### src/rtl/psrs_pkg.sv
`timescale 1ns / 1ps
// ----------------------------------------------------------------------------
// psrs_pkg
// Shared types, constants and register codes of the span run setup block.
// ----------------------------------------------------------------------------
package psrs_pkg;

  localparam int RunPixels  = 16;
  localparam int MaxSpan    = 1024;
  localparam int MaxResults = 64;
  localparam int SpanCap    = (MaxSpan < MaxResults * RunPixels) ? MaxSpan
                                                                 : MaxResults * RunPixels;
  localparam int RunW       = $clog2(RunPixels + 1);
  localparam int CmdDepth   = 4;
  localparam int CmdPtrW    = $clog2(CmdDepth);
  localparam int DivN       = 47;
  localparam int DivCntW    = $clog2(DivN);
  localparam logic [31:0] ZSatLimit = 32'd32768;
  localparam logic [30:0] ZSat      = 31'h7FFF_FFFF;

  typedef enum logic [7:0] {
    CFG_S_STEP    = 8'd0,
    CFG_T_STEP    = 8'd1,
    CFG_IZ_STEP   = 8'd2,
    CFG_S_BIAS    = 8'd3,
    CFG_T_BIAS    = 8'd4,
    CFG_S_LIMIT   = 8'd5,
    CFG_T_LIMIT   = 8'd6,
    CFG_ROW_PITCH = 8'd7
  } cfg_idx_e;

  typedef struct packed {
    logic [31:0] s_over_z_step_x;
    logic [31:0] t_over_z_step_x;
    logic [31:0] inv_z_step_x;
    logic [31:0] s_bias;
    logic [31:0] t_bias;
    logic [30:0] s_limit;
    logic [30:0] t_limit;
    logic [12:0] row_pitch;
  } cfg_t;

  typedef struct packed {
    logic [9:0]         start_x;
    logic [9:0]         start_y;
    logic [10:0]        span_len;
    logic signed [31:0] s_over_z_start;
    logic signed [31:0] t_over_z_start;
    logic [31:0]        inv_z_start;
  } in_t;

  typedef struct packed {
    logic [21:0]        dest_offset;
    logic [30:0]        s_begin;
    logic [30:0]        t_begin;
    logic signed [31:0] s_delta;
    logic signed [31:0] t_delta;
    logic [4:0]         run_len;
    logic               last;
  } out_t;

  typedef struct packed {
    logic            first;
    logic [RunW-1:0] run;
    logic [RunW-1:0] adv;
    logic            last;
    logic [21:0]     dest_offset;
    logic [31:0]     sdivz;
    logic [31:0]     tdivz;
    logic [31:0]     zi;
  } cmd_t;

  typedef enum logic [2:0] {
    BK_IDLE,
    BK_ADV,
    BK_ZDIV,
    BK_PMUL,
    BK_PCLAMP,
    BK_SDIV,
    BK_TDIV,
    BK_EMIT
  } back_state_e;

endpackage

### src/rtl/psrs_fifo.sv
`timescale 1ns / 1ps
// ----------------------------------------------------------------------------
// psrs_fifo
// Short command queue between the front and back ends.
// ----------------------------------------------------------------------------
module psrs_fifo
  import psrs_pkg::*;
(
  input  logic clk_i,
  input  logic rst_ni,
  input  logic push_i,
  input  cmd_t data_i,
  output logic full_o,
  input  logic pop_i,
  output logic empty_o,
  output cmd_t data_o
);

  cmd_t               mem_q [CmdDepth];
  logic [CmdPtrW-1:0] wr_q, rd_q;
  logic [CmdPtrW:0]   cnt_q;
  logic               do_push, do_pop;

  assign full_o  = (cnt_q == (CmdPtrW+1)'(CmdDepth));
  assign empty_o = (cnt_q == '0);
  assign do_push = push_i && !full_o;
  assign do_pop  = pop_i && !empty_o;
  assign data_o  = mem_q[rd_q];

  always_ff @(posedge clk_i or negedge rst_ni) begin
    if (!rst_ni) begin
      wr_q  <= '0;
      rd_q  <= '0;
      cnt_q <= '0;
    end else begin
      if (do_push) wr_q <= wr_q + 1'b1;
      if (do_pop)  rd_q <= rd_q + 1'b1;
      cnt_q <= cnt_q + (CmdPtrW+1)'(do_push) - (CmdPtrW+1)'(do_pop);
    end
  end

  always_ff @(posedge clk_i) begin
    if (do_push) begin
      mem_q[wr_q] <= data_i;
    end
  end

endmodule

### config.mk
export PLATFORM = sky130hd
export DESIGN_NAME = psrs_fifo
export DESIGN_NICKNAME = d
export VERILOG_FILES = /design/src/rtl/psrs_pkg.sv /design/src/rtl/psrs_fifo.sv
export SDC_FILE = /design/constraint.sdc
export NUM_CORES = 1
export LEC_CHECK = 0
export BUFFER_PORTS_ARGS = -buffer_cell sky130_fd_sc_hd__buf_2
export CORE_ASPECT_RATIO = 0.75
export CORE_UTILIZATION = 45
export CTS_CLUSTER_DIAMETER = 60
export CTS_CLUSTER_SIZE = 10
export DETAILED_ROUTE_END_ITERATION = 8
export PLACE_DENSITY = 0.67
export SLEW_MARGIN = 20
export SYNTH_ARGS = -nofsm -noshare
export SYNTH_HDL_FRONTEND = slang
export SYNTH_SLANG_ARGS = --single-unit
### constraint.sdc
create_clock -name clk_i -period 4.6 [get_ports clk_i]
set_clock_uncertainty 0.15 [all_clocks]
set_input_delay 0.69 -clock clk_i [delete_from_list [all_inputs] [get_ports clk_i]]
set_output_delay 0.69 -clock clk_i [all_outputs]
set_load 0.05 [all_outputs]
==> metrics.cfg <==
[cts]
post_cts_buffers = 0
clkLatencyLatePin_ns = 0.58
clockRootBuffer = clkbuf_16
numCtsBuffers = 59
cts_sinks = 527
htreeDepth = 2
clkTransAtPathRegs_ns = 0.05
cts_buffer_depth = 3
cts_hold_buf = 1
cts_tree = built
ctsResizeCount = 0

[grt]
grt_pass1_vias = 9345
track_usage = 0.1684
grt_antenna_before_repair = 9
grt_pass1_wl_um = 54720
grt_remaining_overflow = 0
grt_start_max_net_pins = 72

[power]
p_leak_uw = 0.007770
switching_power_uw = 6613
ir_worst_vdd_mv = 0.5298
clkPwrFrac = 0.238
p_int_uw = 10720
pwr-share-seq = 0.387
combPwrFrac = 0.375
p_sw_frac = 0.3816
power_density_nw_per_um2 = 754.5

[timing]
fin_crit_sh = 0.7649
tightest_slew_ns = 0.8362
maxSlewHeadroom = 0.4425
max_freq_ghz = 0.2842
rsz0062_at_grt = no
finalHoldViolations = 0
final-max-slew-violation-count = 0
setup_viol = 0
holdWs_ns = 0.1693
fin_tns_setup_ns = 0
fin_crit_ns = 3.519

[layout]
final_common_cell = edfxtp_1
layout-drive-gt1-share = 0.4544
fin_area_um2 = 22970
final_nets = 1177
synthToLayoutAreaGrowth_pct = 19.53
final_cell_mix = 520 x edfxtp_1, 265 x buf_2, 130 x mux4_2

[floorplanning]
rows = 65
die_w_um = 240.6
ioPinCount = 266
initial_utilization = 0.4570
design.die.area_um2 = 43540
die_h_um = 181.0
core_area_um2 = 42050

[route]
wirelength_um = 36200
drt_iter0_markers = 497
num_vias = 8634
drtPass1Iterations = 6
drc_errors = 0
wl_per_cell_um = 22.13
viasPerCell = 5.278
ant_nets = 0

[critical_path]
path_class = reg2out
cp_max_fo = 41
cp_data_arrival_time_ns = 2.68
crit_start = rd_q[0]$_DFFE_PN0P_
start_kind = flop
critPathCaptureType = primary output
required_ns = 3.76
r2r-start = cnt_q[2]$_DFF_PN0_

[place]
dpl_cell_area_um2 = 21290
port-buffer-count = 265
hpwl_um = 21750
place.gp.congestion = 0.7032

[logic_synthesis]
synth_area_um2 = 19220
synth-seq-cells = 527
ys_types = 21
ys.flop_type = edfxtp_1
syn-num-nets = 862
synth-edff-count = 520
yosysSeqAreaShare = 0.8217
synth_async_sr_flop_share = 0.01328
syn_inst = 721
synth.avg_cell_area_um2 = 26.65
ys_warn_count = 0

[flow_run]
maxCapViolations = 0

[worst_hold_path]
hp-start = data_i[18]
hp-class = in2reg

[run_status]
status = completed

==> routing by layer <==
layer | GRT usage | up-vias | wire length, um | part of all wire
li1 | - | 3755 | - | -
met1 | 0.2281 | 4526 | 15400 | 0.43
met2 | 0.2625 | 267 | 17160 | 0.47
met3 | 0.05607 | 76 | 2856 | 0.079
met4 | 0.04510 | 10 | 709 | 0.020
met5 | 0 | - | 65 | 0.0018
==> final timing paths <==
kind / endpoint / slack, ns / cells after the start
worst max-delay path: data_o[90] / 1.08 / 3
worst min-delay path: mem_q[2][18]$_DFFE_PP_ / 0.17 / 1
worst max register to register: mem_q[0][15]$_DFFE_PP_ / 2.06 / 3
worst min register to register: wr_q[1]$_DFFE_PN0P_ / 0.46 / 2
max in group asynchronous: rd_q[0]$_DFFE_PN0P_ / 3.73 / 2
min in group asynchronous: cnt_q[0]$_DFF_PN0_ / 0.39 / 2
==> worst max-delay path, stage by stage (launching register included) <==
cell and delay, ns:
dfrtp_4 0.85, buf_12 0.38, mux4_2 0.56, buf_2 0.23
==> registers in the layout (all words and copies together), names as in the netlist <==
name	flops
cnt_q	3
wr_q	2
mem_q	520
rd_q	2
==> power by group through the flow <==
stage,combinational [uW],clock [uW],sequential (uW)
floorplan,5260,0,6680
global placement,6570,0,6780
detailed placement,6600,0,6820
CTS,6620,4250,6730
global route,6830,4430,6800
finish,6500,4130,6700
==> layout make-up <==
type	count	area [um^2]
sequential	527	15800
fill	3199	19080
multi-input combinational	158	3208
timing repair buffer	284	1559
clock buffer	86	1620
tap	569	711.9
clock inverter	2	38.79
antenna	4	10.01
inverter	6	22.52
==> Yosys cell counts, types with 2 or more instances <==
cell	instances	area [um^2]
nand4bb_1	2	22.52
buf_6	10	112.6
edfxtp_1	520	15610
and3b_1	4	35.03
dfrtp_1	7	175.2
o211ai_1	2	15.01
ha_1	6	75.07
mux4_2	130	2928
clkbuf_1	3	11.26
inv_1	6	22.52
nand2b_1	4	25.02
buf_2	15	75.07
xnor2_1	4	35.03
==> stage by stage <==
step	cells	total power, uW	util	worst slack (ns)
floorplan	721	11930	-	0.08554
detailed placement	1543	13430	0.5063	1.612
global route	1633	18060	0.5461	0.8834
finish	1636	17330	0.5463	1.081
CTS	1632	17600	0.5460	0.9761
global placement	1543	13350	0.5063	1.625
==> logic make-up (layout without fill, tap and decap cells) <==
| kind of cell | Yosys count | in the layout | share of synthesized area |
|---|---|---|---|
| AO/OA/AOI/OAI | 4 | 4 | 0.001628 |
| AND/OR/NAND/NOR | 13 | 13 | 0.005403 |
| other | 0 | 4 | 0 |
| XOR/XNOR | 4 | 4 | 0.001823 |
| multiplexers | 130 | 130 | 0.1524 |
| buffers and inverters | 36 | 378 | 0.01211 |
| flip-flops | 527 | 527 | 0.8217 |
| adder cells (fa/ha/maj) | 7 | 7 | 0.004948 |
Note: power is estimated with default switching activity, not from simulation.
