## config.mk

```make
export PLATFORM = sky130hd
export DESIGN_NAME = psrs_front
export DESIGN_NICKNAME = d
export VERILOG_FILES = /design/src/rtl/psrs_pkg.sv /design/src/rtl/psrs_front.sv
export SDC_FILE = /design/constraint.sdc
export NUM_CORES = 1
export LEC_CHECK = 0
export BUFFER_PORTS_ARGS = -buffer_cell sky130_fd_sc_hd__buf_2
export CAP_MARGIN = 5
export CORE_ASPECT_RATIO = 1.2
export CORE_MARGIN = 2
export CORE_UTILIZATION = 49
export DETAILED_ROUTE_END_ITERATION = 12
export PLACE_DENSITY_LB_ADDON = 0.1
export SLEW_MARGIN = 20
export SYNTH_ARGS = -nofsm -noshare
export SYNTH_HDL_FRONTEND = slang
export SYNTH_SLANG_ARGS = --single-unit
```

## constraint.sdc

```tcl
create_clock -name clk_i -period 5 [get_ports clk_i]
set_input_delay 1 -clock clk_i [delete_from_list [all_inputs] [get_ports clk_i]]
set_output_delay 1 -clock clk_i [all_outputs]
set_load 0.02 [all_outputs]
```

## src/rtl/psrs_pkg.sv

```systemverilog
`timescale 1ns / 1ps
// ----------------------------------------------------------------------------
// psrs_pkg
// Shared types, constants and register codes of the span run setup block.
// ----------------------------------------------------------------------------
package psrs_pkg;

  localparam int RunPixels  = 16;
  localparam int MaxSpan    = 1024;
  localparam int MaxResults = 64;
  localparam int SpanCap    = (MaxSpan < MaxResults * RunPixels) ? MaxSpan
                                                                 : MaxResults * RunPixels;
  localparam int RunW       = $clog2(RunPixels + 1);
  localparam int CmdDepth   = 4;
  localparam int CmdPtrW    = $clog2(CmdDepth);
  localparam int DivN       = 47;
  localparam int DivCntW    = $clog2(DivN);
  localparam logic [31:0] ZSatLimit = 32'd32768;
  localparam logic [30:0] ZSat      = 31'h7FFF_FFFF;

  typedef enum logic [7:0] {
    CFG_S_STEP    = 8'd0,
    CFG_T_STEP    = 8'd1,
    CFG_IZ_STEP   = 8'd2,
    CFG_S_BIAS    = 8'd3,
    CFG_T_BIAS    = 8'd4,
    CFG_S_LIMIT   = 8'd5,
    CFG_T_LIMIT   = 8'd6,
    CFG_ROW_PITCH = 8'd7
  } cfg_idx_e;

  typedef struct packed {
    logic [31:0] s_over_z_step_x;
    logic [31:0] t_over_z_step_x;
    logic [31:0] inv_z_step_x;
    logic [31:0] s_bias;
    logic [31:0] t_bias;
    logic [30:0] s_limit;
    logic [30:0] t_limit;
    logic [12:0] row_pitch;
  } cfg_t;

  typedef struct packed {
    logic [9:0]         start_x;
    logic [9:0]         start_y;
    logic [10:0]        span_len;
    logic signed [31:0] s_over_z_start;
    logic signed [31:0] t_over_z_start;
    logic [31:0]        inv_z_start;
  } in_t;

  typedef struct packed {
    logic [21:0]        dest_offset;
    logic [30:0]        s_begin;
    logic [30:0]        t_begin;
    logic signed [31:0] s_delta;
    logic signed [31:0] t_delta;
    logic [4:0]         run_len;
    logic               last;
  } out_t;

  typedef struct packed {
    logic            first;
    logic [RunW-1:0] run;
    logic [RunW-1:0] adv;
    logic            last;
    logic [21:0]     dest_offset;
    logic [31:0]     sdivz;
    logic [31:0]     tdivz;
    logic [31:0]     zi;
  } cmd_t;

  typedef enum logic [2:0] {
    BK_IDLE,
    BK_ADV,
    BK_ZDIV,
    BK_PMUL,
    BK_PCLAMP,
    BK_SDIV,
    BK_TDIV,
    BK_EMIT
  } back_state_e;

endpackage

```

## src/rtl/psrs_front.sv

```systemverilog
`timescale 1ns / 1ps
// ----------------------------------------------------------------------------
// psrs_front
// Accepts spans and cuts them into run commands for the back end.
// ----------------------------------------------------------------------------
module psrs_front
  import psrs_pkg::*;
(
  input  logic        clk_i,
  input  logic        rst_ni,
  input  logic        push,
  output logic        full,
  input  in_t         in_i,
  input  logic [12:0] row_pitch_i,
  output logic        cmd_push_o,
  input  logic        cmd_full_i,
  output cmd_t        cmd_o
);

  logic        busy_q, busy_d;
  logic        first_q, first_d;
  logic [10:0] left_q, left_d;
  logic [10:0] off_q, off_d;
  logic [21:0] base_q, base_d;
  in_t         span_q, span_d;
  logic [10:0] len_clamped;
  logic [10:0] run;
  logic        accept;

  assign full       = busy_q;
  assign accept     = push && !busy_q;
  assign cmd_push_o = busy_q && !cmd_full_i;

  assign len_clamped = (32'(in_i.span_len) > SpanCap) ? 11'(SpanCap) : in_i.span_len;
  assign run         = (left_q >= 11'(RunPixels)) ? 11'(RunPixels) : left_q;

  always_comb begin
    cmd_o.first       = first_q;
    cmd_o.run         = RunW'(run);
    cmd_o.adv         = (left_q >= 11'(RunPixels)) ? RunW'(RunPixels) : RunW'(left_q - 11'd1);
    cmd_o.last        = (left_q == run);
    cmd_o.dest_offset = 22'(base_q + 22'(off_q));
    cmd_o.sdivz       = span_q.s_over_z_start;
    cmd_o.tdivz       = span_q.t_over_z_start;
    cmd_o.zi          = span_q.inv_z_start;
  end

  always_comb begin
    busy_d  = busy_q;
    first_d = first_q;
    left_d  = left_q;
    off_d   = off_q;
    base_d  = base_q;
    span_d  = span_q;
    if (accept) begin
      busy_d  = (len_clamped != 11'd0);
      first_d = 1'b1;
      left_d  = len_clamped;
      off_d   = '0;
      base_d  = 22'(23'(in_i.start_y) * 23'(row_pitch_i) + 23'(in_i.start_x));
      span_d  = in_i;
    end else if (cmd_push_o) begin
      first_d = 1'b0;
      left_d  = left_q - run;
      off_d   = off_q + run;
      if (left_q == run) begin
        busy_d = 1'b0;
      end
    end
  end

  always_ff @(posedge clk_i or negedge rst_ni) begin
    if (!rst_ni) begin
      busy_q  <= 1'b0;
      first_q <= 1'b0;
      left_q  <= '0;
      off_q   <= '0;
    end else begin
      busy_q  <= busy_d;
      first_q <= first_d;
      left_q  <= left_d;
      off_q   <= off_d;
    end
  end

  always_ff @(posedge clk_i) begin
    base_q <= base_d;
    span_q <= span_d;
  end

endmodule

```

==> results.cfg <==
[floorplanning]
die_area_sq_um = 22940
core-area_sq_um = 21480
rows = 59
dieWidth_um = 138.6
io_pins = 276
floorplan.initialDensity_pct = 49.58
dieHeight_um = 165.5

[worst_setup_path]
cpMaxStageDelayCell = fa_1
cp_top_family = adder cells
required_ps = 5280
endpoint_kind = flop
critical_path_depth = 16
cp-start-kind = primary input
cp.arrival_ps = 5300
critPathBufInv = 3
crit_type = in2reg
path_common_cell = fa_1
cp_max_fo = 7
cp_slowest_stage_delay_ps = 590
path_cells = buf_6, and2_4, fa_2, fa_1, fa_2, fa_1, inv_1, fa_1, inv_1, ha_2, a2111oi_4, nor3b_2, o21a_2, o21ai_2, or4_1, nand3_1
rr_worst_depth = 12

[timing]
report.final.slew_viol_count = 0
final-setup-viol-count = 3
post-route-min-period_ps = 5019
clock.fmax_ghz = 0.1992
relSlewSlack_pct = 50.05
post-route-period-util_pct = 100.4
timing.final.ws_setup_ps = -19.00
worst_pin_slew_ps = 746.5
hold_viol_final = 0
rsz0062_at_grt = true
clock_skew_ps = 16.89

[logic_synthesis]
syn_inst = 993
synth-seq-cells = 142
synth.largest_area_cell = edfxtp_1
synth-edff-count = 118
syn_avg_cell_area_sq_um = 10.73
ys_seq_area_share_pct = 38.91
async_flop_share_pct = 16.90
yosysWarnings = 0
yosys_most_used_dff = edfxtp_1
synth_cell_type_count = 63
synth_area_leaders = edfxtp_1 (33%), fa_1 (18%), ha_1 (9.9%), dfrtp_1 (5.6%), inv_1 (5.5%)
synth_top_area_share_pct = 33.27
netlist_area_sq_um = 10650

[place]
dp_hpwl_mm = 21.59
place_inst = 1582
port-buffer-count = 275
gp_congestion = 0.8531
place_ws_ps = -641.3

[route]
routedWlPerCell_um = 16.12
num_vias = 8222
drt_iter0_markers = 332
finalWirelength_mm = 26.06
final_antenna_net_count = 0
via_per_inst = 5.088
first_pass_iters = 5
drc = 0

[cells_and_area]
n_antenna_cell = 0
layoutNonFillerInstCount = 1616
fillCellCount = 1793
seqCellArea_sq_um = 4144
final_nets = 1654
areaGrowthSynthToFinish_pct = 29.64
layout-drive-gt1-share_pct = 32.86
utilization_pct = 64.28
multi_input_area_sq_um = 6023

[worst_hold_path]
holdCritPathClass = reg2reg
holdPathStages = 1

[pwr]
p_leak_nw = 6.440
power_mw = 8.037
ir_drop_uv = 390.8
power.density_nw_per_um2 = 582.1

[grt]
globalRouteMet1Util_pct = 24.86
use_met2_pct = 43.20
antenna_found_initial = 0
grt_busiest_layer = met2
grt_pass1_vias = 8310
grt_usage_pct = 22.35
gr-total-overflow = 0
grtUsageMet3_pct = 4.123
grt_max_degree = 66
grt_pass1_wl_mm = 40.93

[run_status]
violations = negative setup slack
run_status = finished with violations

[clocking]
htree_levels = 4
clk_pin_slew_ps = 60
cts_tree = yes
hold_buffers = 0
insertion_delay_ps = 420
clockRootBuffer = clkbuf_16
clockBufferDepth = 2
cts_sinks = 142
cts_buffers = 17

[flow_run]
maxCapViolations = 0
synth_stat cells (6+ instances only):
cell / count
fa_1: 97
nor2_1: 38
inv_1: 155
ha_1: 84
xor2_1: 14
a31oi_1: 9
nand3_1: 21
o21a_1: 6
a21o_1: 8
xnor2_1: 25
o311ai_0: 6
edfxtp_1: 118
o211ai_1: 7
o21ai_0: 32
clkbuf_1: 35
nor3b_1: 11
nand2_1: 111
a2111oi_0: 6
a21oi_1: 29
nand3b_1: 6
dfrtp_1: 24
nor3_1: 21
and2_1: 59
worst register-to-register path: cells and delay by family, from the launching register on:
family	cells	cell delay (ps)
buf+inv	1	280
compound gates	5	1100
flops	1	430
simple gates	5	1330
fa+ha+maj	1	280
worst paths after layout:
path,to,from,slack (ps)
setup / recovery,base_q[17]$_DFFE_PP_,in_i[111],-20
min in group asynchronous,off_q[1]$_DFFE_PN0P_,rst_ni,570
max in group asynchronous,left_q[9]$_DFFE_PN0P_,rst_ni,4030
setup reg to reg,off_q[9]$_DFFE_PN0P_,left_q[5]$_DFFE_PN0P_,1480
hold / removal,off_q[10]$_DFFE_PN0P_,off_q[10]$_DFFE_PN0P_,490
hold reg to reg,off_q[10]$_DFFE_PN0P_,off_q[10]$_DFFE_PN0P_,490
kinds of logic (layout without fill, tap and decap cells):
kind of cell | count (synthesis) | after routing | synth area share (%)
muxes | 2 | 2 | 0.1997
buffers and inverters | 193 | 538 | 6.848
and+or+nand+nor | 299 | 299 | 14.04
xor gates and xnor gates | 39 | 39 | 3.207
DFF | 142 | 142 | 38.91
AOI/OAI and AO/OA | 135 | 135 | 8.634
adders and majority gates | 181 | 181 | 28.10
other | 2 | 6 | 0.07051
registers in the layout, summed over array words and instances (netlist names):
signal and flops:
base_q 22, cmd_o 96, first_q 1, full 1
left_q 11, off_q 11
layout by cell type (no fill, tap or decap), types with 8 or more instances in the layout:
cell         n
nor2_1      38
clkbuf_16   17
xnor2_1     25
a21oi_1     27
nor3_1      20
ha_1        75
and2_1      49
edfxtp_1   118
a21o_1       8
nor3b_1     11
xor2_1      14
buf_6       10
fa_1        90
o21ai_0     29
dfrtp_1     24
buf_2      256
and2_4      10
inv_1      149
buf_4       76
nand3_1     20
ha_4         8
nand2_1    104
metal layers:
metal  share of wire [%]  vias to the layer above
met2                  54                      220
met5                   0                        -
met4                 2.3                        0
met1                  39                     3958
met3                 4.9                       41
li1                    -                     4003
per-stage QoR:
stage / cell area [sq um] / TNS (ps) / hold WS [ps]
finish: 13810 / -35.73 / 485.0
global route: 13810 / -940.7 / 542.4
CTS: 13700 / -137.4 / 489.5
detailed placement: 12900 / -6850 / 481.0
global placement: 12900 / -6038 / 475.0
floorplan: 10940 / -2289 / 455.0
final cells by class:
cell class	count	share of cell area, %
clock inverter	15	1.395
timing repair buffer	350	15.15
tap	274	2.483
inverter	156	4.259
sequential	142	30.01
multi-input combinational	662	43.62
clock buffer	17	3.081
what timing repair did:
item | CTS | global route
gates cloned | 0 | 0
pin swaps | 26 | 16
endpoints found under the setup margin | 10 | 12
hold endpoints to repair | 0 | 0
buffers inserted | 1 | 1
resized for setup | 53 | 21
power breakdown:
group / switching, mW / internal (mW)
Combinational: 2.63 / 2.41
Sequential: 0.135 / 1.60
Clock: 0.590 / 0.682
Total: 3.35 / 4.69
Note: power is estimated with default switching activity, not from simulation.
